File: config.mk
export PLATFORM = sky130hd
export DESIGN_NAME = a2cb_cmd_fifo
export DESIGN_NICKNAME = d
export VERILOG_FILES = /design/src/hw/rtl/a2cb_pkg.sv /design/src/hw/rtl/a2cb_cmd_fifo.sv
export SDC_FILE = /design/constraint.sdc
export NUM_CORES = 1
export LEC_CHECK = 0
export BUFFER_PORTS_ARGS = -buffer_cell sky130_fd_sc_hd__buf_2
export CAP_MARGIN = 20
export CORE_MARGIN = 2
export CORE_UTILIZATION = 61
export DETAILED_ROUTE_END_ITERATION = 10
export GPL_ROUTABILITY_DRIVEN = 0
export HOLD_SLACK_MARGIN = 0.12
export PLACE_DENSITY = 0.89
export SLEW_MARGIN = 10
export SYNTH_ARGS = -nofsm -noshare
export SYNTH_HDL_FRONTEND = slang
export SYNTH_SLANG_ARGS = --single-unit
File: constraint.sdc
create_clock -name clk -period 7.65 [get_ports clk]
set_input_delay 1.1475 -clock clk [delete_from_list [all_inputs] [get_ports clk]]
set_output_delay 1.1475 -clock clk [all_outputs]
set_load 0.01 [all_outputs]
File: src/hw/rtl/a2cb_pkg.sv
// ----------------------------------------------------------------------------
// a2cb_pkg: shared types and constants for the arc to cubic Bezier block
// Command format between front and back, CORDIC table, rounding helpers.
// ----------------------------------------------------------------------------
package a2cb_pkg;

  localparam int MAX_POINTS_DEF = 16;
  localparam int CMD_DEPTH      = 4;
  localparam int CORDIC_STEPS   = 22;

  localparam logic signed [17:0] TURN_S    = 18'sd65536;
  localparam logic signed [17:0] QUARTER_S = 18'sd16384;

  localparam logic signed [32:0] CORDIC_GAIN = 33'sd652032874;
  localparam logic [29:0]        KAPPA_Q30   = 30'd593011235;
  localparam logic signed [35:0] ONE_Q30     = 36'sd1073741824;

  // ceil(2^33 / 3): (n * RECIP3) >> 33 is n / 3 for any 32-bit n
  localparam logic [31:0]        RECIP3      = 32'hAAAAAAAB;

  typedef enum logic {
    CMD_SEG,
    CMD_QTR
  } cmd_kind_t;

  // One segment of work for the back end
  typedef struct packed {
    cmd_kind_t          kind;
    logic [15:0]        start;
    logic signed [15:0] sweep;
    logic [1:0]         quad;
    logic signed [31:0] cx;
    logic signed [31:0] cy;
    logic [30:0]        rx;
    logic [30:0]        ry;
    logic [3:0]         base;
    logic [2:0]         count;
    logic               last;
  } cmd_t;

  typedef enum logic {
    F_IDLE,
    F_GEN
  } front_state_t;

  typedef enum logic [3:0] {
    B_IDLE,
    B_SETUP,
    B_KAPPA,
    B_QPT,
    B_CORD,
    B_DIV3,
    B_DIV3_WAIT,
    B_MULQ,
    B_DIVQ,
    B_DIVQ_WAIT,
    B_PT0,
    B_PT1,
    B_PT2,
    B_PT3,
    B_PT4
  } back_state_t;

  // Arctangent of 2^-i in 2^-24 turn units
  function automatic logic signed [23:0] atan_val(input logic [4:0] i);
    logic signed [23:0] a;
    a = '0;
    case (i)
      5'd0:  a = 24'sd2097152;
      5'd1:  a = 24'sd1238021;
      5'd2:  a = 24'sd654136;
      5'd3:  a = 24'sd332050;
      5'd4:  a = 24'sd166669;
      5'd5:  a = 24'sd83416;
      5'd6:  a = 24'sd41718;
      5'd7:  a = 24'sd20860;
      5'd8:  a = 24'sd10430;
      5'd9:  a = 24'sd5215;
      5'd10: a = 24'sd2608;
      5'd11: a = 24'sd1304;
      5'd12: a = 24'sd652;
      5'd13: a = 24'sd326;
      5'd14: a = 24'sd163;
      5'd15: a = 24'sd81;
      5'd16: a = 24'sd41;
      5'd17: a = 24'sd20;
      5'd18: a = 24'sd10;
      5'd19: a = 24'sd5;
      5'd20: a = 24'sd3;
      5'd21: a = 24'sd1;
      default: a = '0;
    endcase
    return a;
  endfunction

  // Round a Q30 product half up
  function automatic logic signed [71:0] rnd30(input logic signed [71:0] v);
    logic signed [71:0] t;
    t = v + 72'sd536870912;
    return t >>> 30;
  endfunction

  function automatic logic signed [31:0] sat32(input logic signed [39:0] v);
    logic signed [31:0] r;
    if (v > 40'sd2147483647) begin
      r = 32'sh7FFFFFFF;
    end else if (v < -40'sd2147483648) begin
      r = 32'sh80000000;
    end else begin
      r = v[31:0];
    end
    return r;
  endfunction

endpackage

File: src/hw/rtl/a2cb_cmd_fifo.sv
// ----------------------------------------------------------------------------
// a2cb_cmd_fifo: segment command queue
// Short register queue that decouples the front end from the back end.
// ----------------------------------------------------------------------------
module a2cb_cmd_fifo #(
  parameter int DEPTH = a2cb_pkg::CMD_DEPTH
) (
  input  logic            clk,
  input  logic            rst,
  input  logic            push,
  input  a2cb_pkg::cmd_t  push_data,
  input  logic            pop,
  output a2cb_pkg::cmd_t  pop_data,
  output logic            full,
  output logic            empty
);

  localparam int PW = (DEPTH > 1) ? $clog2(DEPTH) : 1;
  localparam int CW = $clog2(DEPTH + 1);

  a2cb_pkg::cmd_t mem [DEPTH];
  logic [PW-1:0]  wr_ptr, rd_ptr;
  logic [CW-1:0]  fill;

  assign full     = (fill == CW'(DEPTH));
  assign empty    = (fill == '0);
  assign pop_data = mem[rd_ptr];

  // Store on push
  always_ff @(posedge clk) begin
    if (push) begin
      mem[wr_ptr] <= push_data;
    end
  end

  // Advance pointers and fill level
  always_ff @(posedge clk) begin
    if (rst) begin
      wr_ptr <= '0;
      rd_ptr <= '0;
      fill   <= '0;
    end else begin
      if (push) begin
        wr_ptr <= (wr_ptr == PW'(DEPTH - 1)) ? '0 : wr_ptr + PW'(1);
      end
      if (pop) begin
        rd_ptr <= (rd_ptr == PW'(DEPTH - 1)) ? '0 : rd_ptr + PW'(1);
      end
      if (push && !pop) begin
        fill <= fill + CW'(1);
      end else if (pop && !push) begin
        fill <= fill - CW'(1);
      end
    end
  end

`ifndef SYNTHESIS
  a_no_overflow: assert property (@(posedge clk) disable iff (rst) push |-> !full)
    else $error("command pushed into full queue");
  a_no_underflow: assert property (@(posedge clk) disable iff (rst) pop |-> !empty)
    else $error("command popped from empty queue");
`endif

endmodule

==> impl_metrics.env <==
export IMPL_status="finished clean"
export IMPL_grt_usage_pct=24.2
export IMPL_synth_ff_type="edfxtp_1"
export IMPL_synthCells=927
export IMPL_final_util_pct=73.0
export IMPL_finalCriticalPeriod_ns=4.23
export IMPL_grt_pass1_wl_um=73900
export IMPL_setup_viol=0
export IMPL_grt_max_degree=149
export IMPL_antenna_found_initial=15
export IMPL_final_net_count=1494
export IMPL_power_density_nw_per_um2=279
export IMPL_hold_path_class="reg -> reg"
export IMPL_cts_hold_buffers=0
export IMPL_synth_edf_count=676
export IMPL_reg2regPathDepth=4
export IMPL_area_growth_pct=17.5
export IMPL_wl_per_cell_um=26.5
export IMPL_clkTransAtPathRegs_ns=0.06
export IMPL_synth_distinct_cells=18
export IMPL_h_tree_depth=3
export IMPL_vias=11300
export IMPL_max_slew_margin_pct=13.5
export IMPL_wirelength_um=50500
export IMPL_yosys_area_top_type="edfxtp_1"
export IMPL_endpoint_kind="primary output"
export IMPL_r2r_end="mem[2][40]$_DFFE_PP_"
export IMPL_die_h_um=206
export IMPL_routed_via_density=5.95
export IMPL_synth_seq_cells=685
export IMPL_pin_count=344
export IMPL_synthTopCellsByArea="edfxtp_1, mux4_2, dfxtp_1"
export IMPL_grt_pass1_vias=12000
export IMPL_worst_slew_pin_slew_ns=1.30
export IMPL_grt_overflow_total=0
export IMPL_chipWidth_um=206
export IMPL_synth_most_common_cell="edfxtp_1"
export IMPL_cts_resized=0
export IMPL_setup_tns_ns=0
export IMPL_rows=73
export IMPL_required_ns=6.50
export IMPL_timing_clock_skew_ns=0.0150
export IMPL_hold_viol=0
export IMPL_cp_data_arrival_time_ns=3.08
export IMPL_place_ws_ns=3.93
export IMPL_dpl_hpwl_um=29000
export IMPL_fmax_ghz=0.237
export IMPL_drcViolationCount=0
export IMPL_slew_violations=0
export IMPL_cts_num_sinks=685
export IMPL_root_buffer="clkbuf_16"
export IMPL_drv_cap=0
export IMPL_drt_initial_drc_count=875
export IMPL_setup_slack_ns=3.42
export IMPL_start_util_pct=62.2
export IMPL_timing_rr_start="wr_ptr[0]$_SDFFE_PP0P_"
export IMPL_critPathKind="reg -> out"
export IMPL_synth_area_per_cell_um2=26.8
export IMPL_async_flop_share_pct=0
export IMPL_synth_top_cell_area_share_pct=81.8
export IMPL_critPathLaunchType="register"
export IMPL_syn_nets=1107
export IMPL_seq_area_frac_synth_pct=82.5
export IMPL_crit_fanout=46
export IMPL_r2r_slack_ns=5.06
export IMPL_final_period_utilization_pct=55.2
export IMPL_crit_chain="buf_4 -> mux4_2 -> buf_2"
export IMPL_cts_tree="built"
export IMPL_ant_nets=0
export IMPL_clk_latency_ns=0.58
export IMPL_io_buffer_count=343
export IMPL_cts_buffer_depth=3
export IMPL_yosysWarnings=0
export IMPL_drtPass1Iterations=7
export IMPL_dieArea_um2=42300
export IMPL_cp_slowest_stage_delay_ns=0.98
export IMPL_endpoint="pop_data[133]"
export IMPL_slowest_stage="dfxtp_4"
export IMPL_synthTopCellsByCount="edfxtp_1, mux4_2, buf_2"
export IMPL_drive_gt1_share_pct=45.3
export IMPL_core_area_um2=39900
export IMPL_rsz0062_at_grt="no"
export IMPL_synthesis_area_um2=24800
export IMPL_postCtsSetupBuffers=0
export IMPL_p_leak_nw=9.78
export IMPL_peakVddDrop_mv=0.218
export IMPL_cts_buffers=68
cells in the final DEF, fill, tap and decap left out, types with 6 or more instances in the layout:
master     synthesis  layout
ha_1               6       6
clkbuf_1           6      17
clkbuf_16          0      70
clkinv_2           0       7
edfxtp_1         676     676
dfxtp_1            9       7
buf_4              0      10
diode_2            0      14
nor2_1             7       7
inv_6              0       6
buf_2             18     343
clkinv_1           0      14
mux4_2           169     169
critical path, delay by kind of cell, from the launching register on:
| family | cells | cell delay [ns] |
|---|---|---|
| DFF | 1 | 0.98 |
| buffers and inverters | 2 | 0.86 |
| muxes | 1 | 0.65 |
cell families after synthesis:
logic type | Yosys count | synth area share (%)
AO/OA/AOI/OAI | 3 | 0.0605
XOR/XNOR | 2 | 0.0706
adder cells (fa/ha/maj) | 7 | 0.383
buffers and inverters | 42 | 1.15
flip-flops | 685 | 82.5
multiplexers | 173 | 15.5
AND/OR/NAND/NOR | 15 | 0.313
cell type report:
type,instances,area [um2]
Antenna cell,14,35.0
Clock buffer,87,1820
Clock inverter,32,254
Fill cell,2085,10800
Inverter,4,15.0
Multi-Input combinational cell,200,4060
Sequential cell,685,20500
Tap cell,525,657
Timing Repair Buffer,355,1830
where the power goes:
part           internal [W]  switching, W  leakage [nW]
sequential          0.00431     0.0000614          6.28
combinational      0.000297      0.000372          2.48
clock               0.00179       0.00133          1.01
total               0.00639       0.00176          9.78
per-layer routing:
metal	GRT usage, %	routed length [um]	share of wire [%]	up-vias
li1	-	-	-	4813
met1	31.3	18400	36	5940
met2	39.7	26300	52	469
met3	6.84	4360	8.6	92
met4	8.74	1380	2.7	8
met5	0	67	0.13	-
state kept, by name, summed over array words and instances, names as in the netlist, named ones only:
signal and flops:
wr_ptr 2, rd_ptr 2, fill 3, mem 676
worst min path at each step:
stage / endpoint / slack [ns] / startpoint / cells past startpoint
4_1_cts: fill[2]$_SDFFE_PP0P_ / 0.53 / fill[2]$_SDFFE_PP0P_ / 2
6_report: fill[2]$_SDFFE_PP0P_ / 0.54 / fill[2]$_SDFFE_PP0P_ / 2
3_3_place_gp: fill[2]$_SDFFE_PP0P_ / 0.48 / fill[2]$_SDFFE_PP0P_ / 2
5_1_grt: fill[2]$_SDFFE_PP0P_ / 0.56 / fill[2]$_SDFFE_PP0P_ / 2
3_5_place_dp: fill[2]$_SDFFE_PP0P_ / 0.52 / fill[2]$_SDFFE_PP0P_ / 2
2_1_floorplan: fill[2]$_SDFFE_PP0P_ / 0.46 / fill[2]$_SDFFE_PP0P_ / 2
per-stage QoR:
step                      hold slack (ns)  cell area, um2  power [W]  instances
after floorplan                     0.460           24800    0.00483        927
after global placement              0.481           27100    0.00508       1769
after detailed placement            0.524           27100    0.00511       1769
after CTS                           0.531           29100    0.00821       1888
after global routing                0.560           29100    0.00839       1897
final                               0.541           29200    0.00815       1902
Note: power is estimated with default switching activity, not from simulation.
