`config.mk`:
```
export PLATFORM = sky130hd
export DESIGN_NAME = a2cb_front
export DESIGN_NICKNAME = d
export VERILOG_FILES = /design/src/hw/rtl/a2cb_pkg.sv /design/src/hw/rtl/a2cb_front.sv
export SDC_FILE = /design/constraint.sdc
export NUM_CORES = 1
export LEC_CHECK = 0
export ABC_CLOCK_PERIOD_IN_PS = 12300
export BUFFER_PORTS_ARGS = -buffer_cell sky130_fd_sc_hd__buf_2
export CAP_MARGIN = 20
export CELL_PAD_IN_SITES_DETAIL_PLACEMENT = 2
export CELL_PAD_IN_SITES_GLOBAL_PLACEMENT = 2
export CORE_MARGIN = 8
export CORE_UTILIZATION = 34
export DETAILED_ROUTE_END_ITERATION = 6
export PLACE_DENSITY = 0.95
export SLEW_MARGIN = 20
export SYNTH_ARGS = -nofsm -noshare
export SYNTH_HDL_FRONTEND = slang
export SYNTH_SLANG_ARGS = --single-unit
```
`constraint.sdc`:
```
create_clock -name clk -period 12.3 [get_ports clk]
set_input_delay 0 -clock clk [delete_from_list [all_inputs] [get_ports clk]]
set_output_delay 0 -clock clk [all_outputs]
set_load 0.02 [all_outputs]
```
`src/hw/rtl/a2cb_pkg.sv`:
```
// ----------------------------------------------------------------------------
// a2cb_pkg: shared types and constants for the arc to cubic Bezier block
// Command format between front and back, CORDIC table, rounding helpers.
// ----------------------------------------------------------------------------
package a2cb_pkg;

  localparam int MAX_POINTS_DEF = 16;
  localparam int CMD_DEPTH      = 4;
  localparam int CORDIC_STEPS   = 22;

  localparam logic signed [17:0] TURN_S    = 18'sd65536;
  localparam logic signed [17:0] QUARTER_S = 18'sd16384;

  localparam logic signed [32:0] CORDIC_GAIN = 33'sd652032874;
  localparam logic [29:0]        KAPPA_Q30   = 30'd593011235;
  localparam logic signed [35:0] ONE_Q30     = 36'sd1073741824;

  // ceil(2^33 / 3): (n * RECIP3) >> 33 is n / 3 for any 32-bit n
  localparam logic [31:0]        RECIP3      = 32'hAAAAAAAB;

  typedef enum logic {
    CMD_SEG,
    CMD_QTR
  } cmd_kind_t;

  // One segment of work for the back end
  typedef struct packed {
    cmd_kind_t          kind;
    logic [15:0]        start;
    logic signed [15:0] sweep;
    logic [1:0]         quad;
    logic signed [31:0] cx;
    logic signed [31:0] cy;
    logic [30:0]        rx;
    logic [30:0]        ry;
    logic [3:0]         base;
    logic [2:0]         count;
    logic               last;
  } cmd_t;

  typedef enum logic {
    F_IDLE,
    F_GEN
  } front_state_t;

  typedef enum logic [3:0] {
    B_IDLE,
    B_SETUP,
    B_KAPPA,
    B_QPT,
    B_CORD,
    B_DIV3,
    B_DIV3_WAIT,
    B_MULQ,
    B_DIVQ,
    B_DIVQ_WAIT,
    B_PT0,
    B_PT1,
    B_PT2,
    B_PT3,
    B_PT4
  } back_state_t;

  // Arctangent of 2^-i in 2^-24 turn units
  function automatic logic signed [23:0] atan_val(input logic [4:0] i);
    logic signed [23:0] a;
    a = '0;
    case (i)
      5'd0:  a = 24'sd2097152;
      5'd1:  a = 24'sd1238021;
      5'd2:  a = 24'sd654136;
      5'd3:  a = 24'sd332050;
      5'd4:  a = 24'sd166669;
      5'd5:  a = 24'sd83416;
      5'd6:  a = 24'sd41718;
      5'd7:  a = 24'sd20860;
      5'd8:  a = 24'sd10430;
      5'd9:  a = 24'sd5215;
      5'd10: a = 24'sd2608;
      5'd11: a = 24'sd1304;
      5'd12: a = 24'sd652;
      5'd13: a = 24'sd326;
      5'd14: a = 24'sd163;
      5'd15: a = 24'sd81;
      5'd16: a = 24'sd41;
      5'd17: a = 24'sd20;
      5'd18: a = 24'sd10;
      5'd19: a = 24'sd5;
      5'd20: a = 24'sd3;
      5'd21: a = 24'sd1;
      default: a = '0;
    endcase
    return a;
  endfunction

  // Round a Q30 product half up
  function automatic logic signed [71:0] rnd30(input logic signed [71:0] v);
    logic signed [71:0] t;
    t = v + 72'sd536870912;
    return t >>> 30;
  endfunction

  function automatic logic signed [31:0] sat32(input logic signed [39:0] v);
    logic signed [31:0] r;
    if (v > 40'sd2147483647) begin
      r = 32'sh7FFFFFFF;
    end else if (v < -40'sd2147483648) begin
      r = 32'sh80000000;
    end else begin
      r = v[31:0];
    end
    return r;
  endfunction

endpackage

```
`src/hw/rtl/a2cb_front.sv`:
```
// ----------------------------------------------------------------------------
// a2cb_front: arc classifier
// Accepts an arc, splits it into segment commands and queues them.
// ----------------------------------------------------------------------------
module a2cb_front #(
  parameter int MAX_POINTS = a2cb_pkg::MAX_POINTS_DEF
) (
  input  logic            clk,
  input  logic            rst,
  input  logic            s_axis_tvalid,
  output logic            s_axis_tready,
  input  logic [159:0]    s_axis_tdata,
  output logic            push,
  output a2cb_pkg::cmd_t  push_data,
  input  logic            full
);

  localparam int         LIMIT_I = ((MAX_POINTS - 1) / 3) * 3 + 1;
  localparam logic [4:0] LIMIT   = 5'((LIMIT_I > 16) ? 16 : LIMIT_I);

  a2cb_pkg::front_state_t state, state_next;

  // Input decode
  logic signed [31:0] in_cx, in_cy;
  logic [30:0]        in_rx, in_ry;
  logic [15:0]        in_st;
  logic signed [17:0] in_sw, sw_sat, rem;
  logic               drop, short_sw;
  logic [2:0]         j;
  logic [16:0]        axis, gap;
  logic [1:0]         in_nq;
  logic [13:0]        in_r;
  logic [2:0]         in_segs;
  logic [4:0]         in_n;
  logic               accept;

  // Held arc
  logic signed [31:0] cx, cy;
  logic [30:0]        rx, ry;
  logic [15:0]        st, axis_fin;
  logic signed [15:0] first_sw;
  logic [1:0]         q0, nq;
  logic [13:0]        r;
  logic [2:0]         segs, ci;
  logic [4:0]         lim, base;

  // Command build
  logic               is_final, more;
  logic [4:0]         remain, cnt_full;

  assign in_cx = $signed(s_axis_tdata[31:0]);
  assign in_cy = $signed(s_axis_tdata[63:32]);
  assign in_rx = s_axis_tdata[94:64];
  assign in_ry = s_axis_tdata[125:95];
  assign in_st = s_axis_tdata[141:126];
  assign in_sw = $signed(s_axis_tdata[159:142]);

  // Saturate the sweep and split it at the quadrant axes
  always_comb begin
    if (in_sw > a2cb_pkg::TURN_S) begin
      sw_sat = a2cb_pkg::TURN_S;
    end else if (in_sw < -a2cb_pkg::TURN_S) begin
      sw_sat = -a2cb_pkg::TURN_S;
    end else begin
      sw_sat = in_sw;
    end
    drop     = (in_rx == '0) || (sw_sat < -a2cb_pkg::QUARTER_S);
    short_sw = (sw_sat <= a2cb_pkg::QUARTER_S);
    j        = {1'b0, in_st[15:14]} + 3'd1;
    axis     = {j, 14'd0};
    gap      = axis - {1'b0, in_st};
    rem      = sw_sat - $signed({1'b0, gap});
    in_nq    = short_sw ? 2'd0 : rem[15:14];
    in_r     = short_sw ? 14'd0 : rem[13:0];
    in_segs  = 3'd1 + {1'b0, in_nq} + {2'b0, (in_r != '0)};
    in_n     = 5'({in_segs, 1'b0} + {2'b0, in_segs}) + 5'd1;
  end

  assign s_axis_tready = (state == a2cb_pkg::F_IDLE);
  assign accept        = s_axis_tvalid && s_axis_tready;

  // Capture the arc description
  always_ff @(posedge clk) begin
    if (accept) begin
      cx       <= in_cx;
      cy       <= in_cy;
      rx       <= in_rx;
      ry       <= in_ry;
      st       <= in_st;
      first_sw <= short_sw ? sw_sat[15:0] : gap[15:0];
      q0       <= j[1:0];
      nq       <= in_nq;
      r        <= in_r;
      axis_fin <= axis[15:0] + {in_nq, 14'd0};
      segs     <= in_segs;
      lim      <= (in_n < LIMIT) ? in_n : LIMIT;
    end
  end

  // Build the command for segment ci
  always_comb begin
    is_final = (ci == segs - 3'd1);
    remain   = lim - base;
    cnt_full = is_final ? 5'd4 : 5'd3;
    push_data.cx    = cx;
    push_data.cy    = cy;
    push_data.rx    = rx;
    push_data.ry    = ry;
    push_data.quad  = q0 + ci[1:0] - 2'd1;
    push_data.base  = base[3:0];
    push_data.count = (remain < cnt_full) ? remain[2:0] : cnt_full[2:0];
    push_data.last  = (remain <= cnt_full);
    if (ci == 3'd0) begin
      push_data.kind  = a2cb_pkg::CMD_SEG;
      push_data.start = st;
      push_data.sweep = first_sw;
    end else if (ci == {1'b0, nq} + 3'd1) begin
      push_data.kind  = a2cb_pkg::CMD_SEG;
      push_data.start = axis_fin;
      push_data.sweep = $signed({2'b0, r});
    end else begin
      push_data.kind  = a2cb_pkg::CMD_QTR;
      push_data.start = st;
      push_data.sweep = '0;
    end
    more = (ci + 3'd1 < segs) && (base + 5'd3 < lim);
  end

  assign push = (state == a2cb_pkg::F_GEN) && !full;

  // Next state
  always_comb begin
    state_next = state;
    unique case (state)
      a2cb_pkg::F_IDLE: begin
        if (accept && !drop) begin
          state_next = a2cb_pkg::F_GEN;
        end
      end
      a2cb_pkg::F_GEN: begin
        if (push && !more) begin
          state_next = a2cb_pkg::F_IDLE;
        end
      end
      default: state_next = a2cb_pkg::F_IDLE;
    endcase
  end

  // State and segment counter
  always_ff @(posedge clk) begin
    if (rst) begin
      state <= a2cb_pkg::F_IDLE;
      ci    <= '0;
      base  <= '0;
    end else begin
      state <= state_next;
      if (accept) begin
        ci   <= '0;
        base <= '0;
      end else if (push) begin
        ci   <= ci + 3'd1;
        base <= base + 5'd3;
      end
    end
  end

endmodule

```
==> results by group <==
STA
  – Max-slew violations: 0
  – Skew final: 15.5 ps
  – Worst-Margin Slew: between 900 and 1000 ps
  – Slew HR: 33.4%
  – RSZ-0062 raised after global routing: false
  – Setup TNS: 0 ps
  – FMAX: approximately 220 MHz
  – Crit share post-route: between 30% and 40%
  – WHS: 17.4 ps
  – Hold Violations, Final: 0
  – Min Tclk post-route: 4450 ps
  – Final setup viols: 0

Logic synthesis
  – Mean Syn Cell Area: roughly 13 µm²
  – Main synth FF type: edfxtp_1
  – Synth Warn #: 0
  – Mapped Cells: 649
  – Register area share after synthesis: about two thirds
  – FF+latch count, synth: roughly 200
  – Asr flop ratio synth: 0%
  – Unique masters post-synth: 52
  – Synthesized area: between 8000 and 9000 µm²
  – Post-synth EDFFs: between 150 and 200
  – Syn nets: between 800 and 900

Setup path
  – Max incr delay on CP: 550 ps
  – R2R setup slack: between 9000 and 10000 ps
  – Critical path's slowest cell: dlygate4sd3_1
  – CP Launch Type: input port
  – Arrival time at the worst endpoint: ~4700 ps
  – Top delay family on crit path: compound AO/OA/AOI/OAI gates
  – Crit path buf inv count: 4
  – Reg2reg start: base[1]$_SDFFE_PP0P_
  – CP Class: in -> reg
  – Crit-path max FO: 14
  – Crit. End Element: flop
  – Cell Chain, Critical Path: dlygate4sd3_1 > buf_2 > nand2b_1 > o21a_1 > nand2_1 > ha_1 > inv_1 > fa_1 > a21oi_1 > o221ai_1 > xnor2_1 > nand4_1 > and4bb_2 > nand3_1 > o31ai_1 > ha_1 > inv_1 > ha_1 > a22o_1 > nor2_1
  – Reg2reg path depth: 11
  – Most frequent cell on the critical path: ha_1
  – Worst endpoint required time: about 13000 ps
  – FF-to-FF End: state$_SDFF_PP0_

Clock tree
  – Max Root-Sink Buffers: 2
  – Clock-pin slew on the worst setup and hold paths: 70 ps
  – CTS Buf Count: 17
  – TritonCTS clock tree: yes
  – Later-pin clock latency in the skew report: 450 ps
  – Clock tree sinks: between 150 and 200
  – Setup repair bufs after CTS: 0
  – CTS-repair resized insts: 0
  – H-tree depth: 4
  – Root Driver: clkbuf_16

Drt
  – Vias/cell: around 5.2
  – WL final: around 44000 µm
  – 1st-iter DRT viols: 602
  – Final antenna-violating net count: 0
  – Drt drc: 0
  – Drt pass-1 iters: 5
  – Vias: 7689
  – Wirelength per Cell: around 30 µm

Hold path
  – Hold Crit Depth: 4
  – Worst Hold Endpoint: first_sw[5]$_DFFE_PP_
  – Hold WC Path Type: in -> reg
  – Origin of the worst min-delay path: s_axis_tdata[147]

Layout
  – Area Growth Syn to Fin: 47.4%
  – Fraction of layout cells with a size suffix above 1: between 30% and 40%
  – Layout net count: roughly 1300
  – Commonest non-fill, non-tap cell in the layout: buf_2
  – Fin util: about half
  – Commonest cells after routing, fill and taps aside: 334 x buf_2, 186 x edfxtp_1, 144 x dlygate4sd3_1
  – Final std cells w/o fill: between 1000 and 1500

Placement
  – IO Port Bufs: around 330
  – HPWL Detailed: roughly 28000 µm
  – Cell total after placement: 1294
  – Final Wtd Congestion: between 0.8 and 0.9

Global routing
  – Vias in the first global route: 8508
  – Overall Global Routing Usage: approximately 27%
  – First-pass GRT wire length: approximately 60000 µm
  – Pin count of the biggest net entering global routing: 126
  – Initial antenna violation count: 10
  – GRT Residual Overflow: 0

Outcome
  – Outcome: finished, final reports clean

Floorplanning
  – Core area: around 25000 µm²
  – Initial core utilization: about 35%
  – Row count: between 50 and 60
  – Die span in y: between 150 and 200 µm
  – Die area: around 31000 µm²
  – Die X: about 180 µm
  – I/O Pins: around 340

Power
  – Max rail drop VDD: between 0.1 and 0.15 mV
  – Pwr dens: roughly 140 nW/µm²
  – Leakage: 5.37 nW

Flow run
  – Max Cap Viol: 0
synthesized netlist by cell type (all sizes together), types with 2 or more instances:
library cell  count  area [µm²]
edfxtp          186        5590
nand2            63         236
ha               42         526
nor2             42         160
o21ai            42         214
inv              39         146
and2             31         194
xnor2            27         236
a21oi            20         100
xor2             20         175
clkbuf           16        60.1
nor4             13        87.6
dfxtp             9         180
nor3              9        50.1
o21a              8        60.1
a21o              7        53.8
nand2b            7        43.8
nand3             7        35.0
a31oi             6        52.6
and3              6        38.8
nand4             5        31.3
nor2b             5        31.3
or2               5        31.3
buf               4        30.0
mux2i             4        40.0
a211oi            2        15.0
a21bo             2        20.0
a22o              2        17.5
fa                2        40.0
mux2              2        22.5
o221ai            2        17.5
o31ai             2        15.0
or3               2        12.5
cells by family after synthesis:
kind of cell | after synthesis | share of synthesized area, %
DFF | 195 | 66.6
xor gates and xnor gates | 47 | 4.75
muxes | 6 | 0.722
buffers and inverters | 59 | 2.73
and+or+nand+nor | 199 | 11.5
AOI/OAI and AO/OA | 99 | 7.22
adders and majority gates | 44 | 6.53
worst reg2reg max path: stages, from the launching register on:
cell	delay (ps)
dfxtp_1	430
inv_1	170
ha_1	360
inv_1	80
ha_1	280
nor2b_1	140
o21a_1	160
o21a_1	170
o21ai_0	250
and3_1	260
o21ai_0	120
a21oi_1	310
cell type report:
class                      instances  area (µm²)
sequential                       195        5770
tap                              330         413
fill                            2512       12300
antenna                           12        30.0
timing repair buffer             479        3120
clock inverter                    14         190
clock buffer                      18         429
multi-input combinational        395        2670
inverter                          39         154
registers in the layout, summed over array words and instances (netlist names):
register	cells
rx	31
nq	2
segs	3
q0	2
first_sw	16
cx	32
state	1
cy	32
axis_fin	2
lim	5
r	14
st	16
ry	31
ci	3
base	5
per-stage QoR:
stage / area, µm² / power [mW] / worst slack, ps
final: 12800 / 1.83 / 7850
after CTS: 12700 / 1.78 / 7970
after global placement: 10700 / 1.12 / 8200
after floorplan: 8660 / 1.01 / 7220
after detailed placement: 10700 / 1.15 / 7910
after global routing: 12800 / 1.87 / 7560
where the power goes:
| part | internal (mW) | switching, mW | leakage (nW) |
|---|---|---|---|
| sequential | 0.792 | 0.0252 | 1.88 |
| combinational | 0.141 | 0.246 | 3.20 |
| clock | 0.313 | 0.310 | 0.296 |
layer usage:
metal  vias up  global-route usage [%]  routed length, µm
li1       3306                       -                  -
met4         0                    12.8               1800
met2       375                    50.6              24000
met3        88                    6.85               2870
met1      3920                    28.4              15600
met5         -                       0                  0
worst max-delay path by stage:
stage                     slack [ps]  cells after the start              start                    to
after global placement          8200                     19  s_axis_tdata[147]  lim[4]$_SDFFCE_PP1P_
after global routing            7560                     19  s_axis_tdata[132]  lim[1]$_SDFFCE_PP0P_
final                           7850                     20  s_axis_tdata[158]  lim[1]$_SDFFCE_PP0P_
after detailed placement        7910                     21  s_axis_tdata[147]  lim[2]$_SDFFCE_PP0P_
after floorplan                 7220                      6   state$_SDFF_PP0_  base[1]$_SDFFE_PP0P_
after CTS                       7970                     20  s_axis_tdata[158]  lim[2]$_SDFFCE_PP0P_
what timing repair did:
action                     in CTS  in global routing
hold buffers                  144                  0
hold endpoints to repair      150                  0
setup endpoints to repair       0                  0
Power figures use the tool's default switching activity.
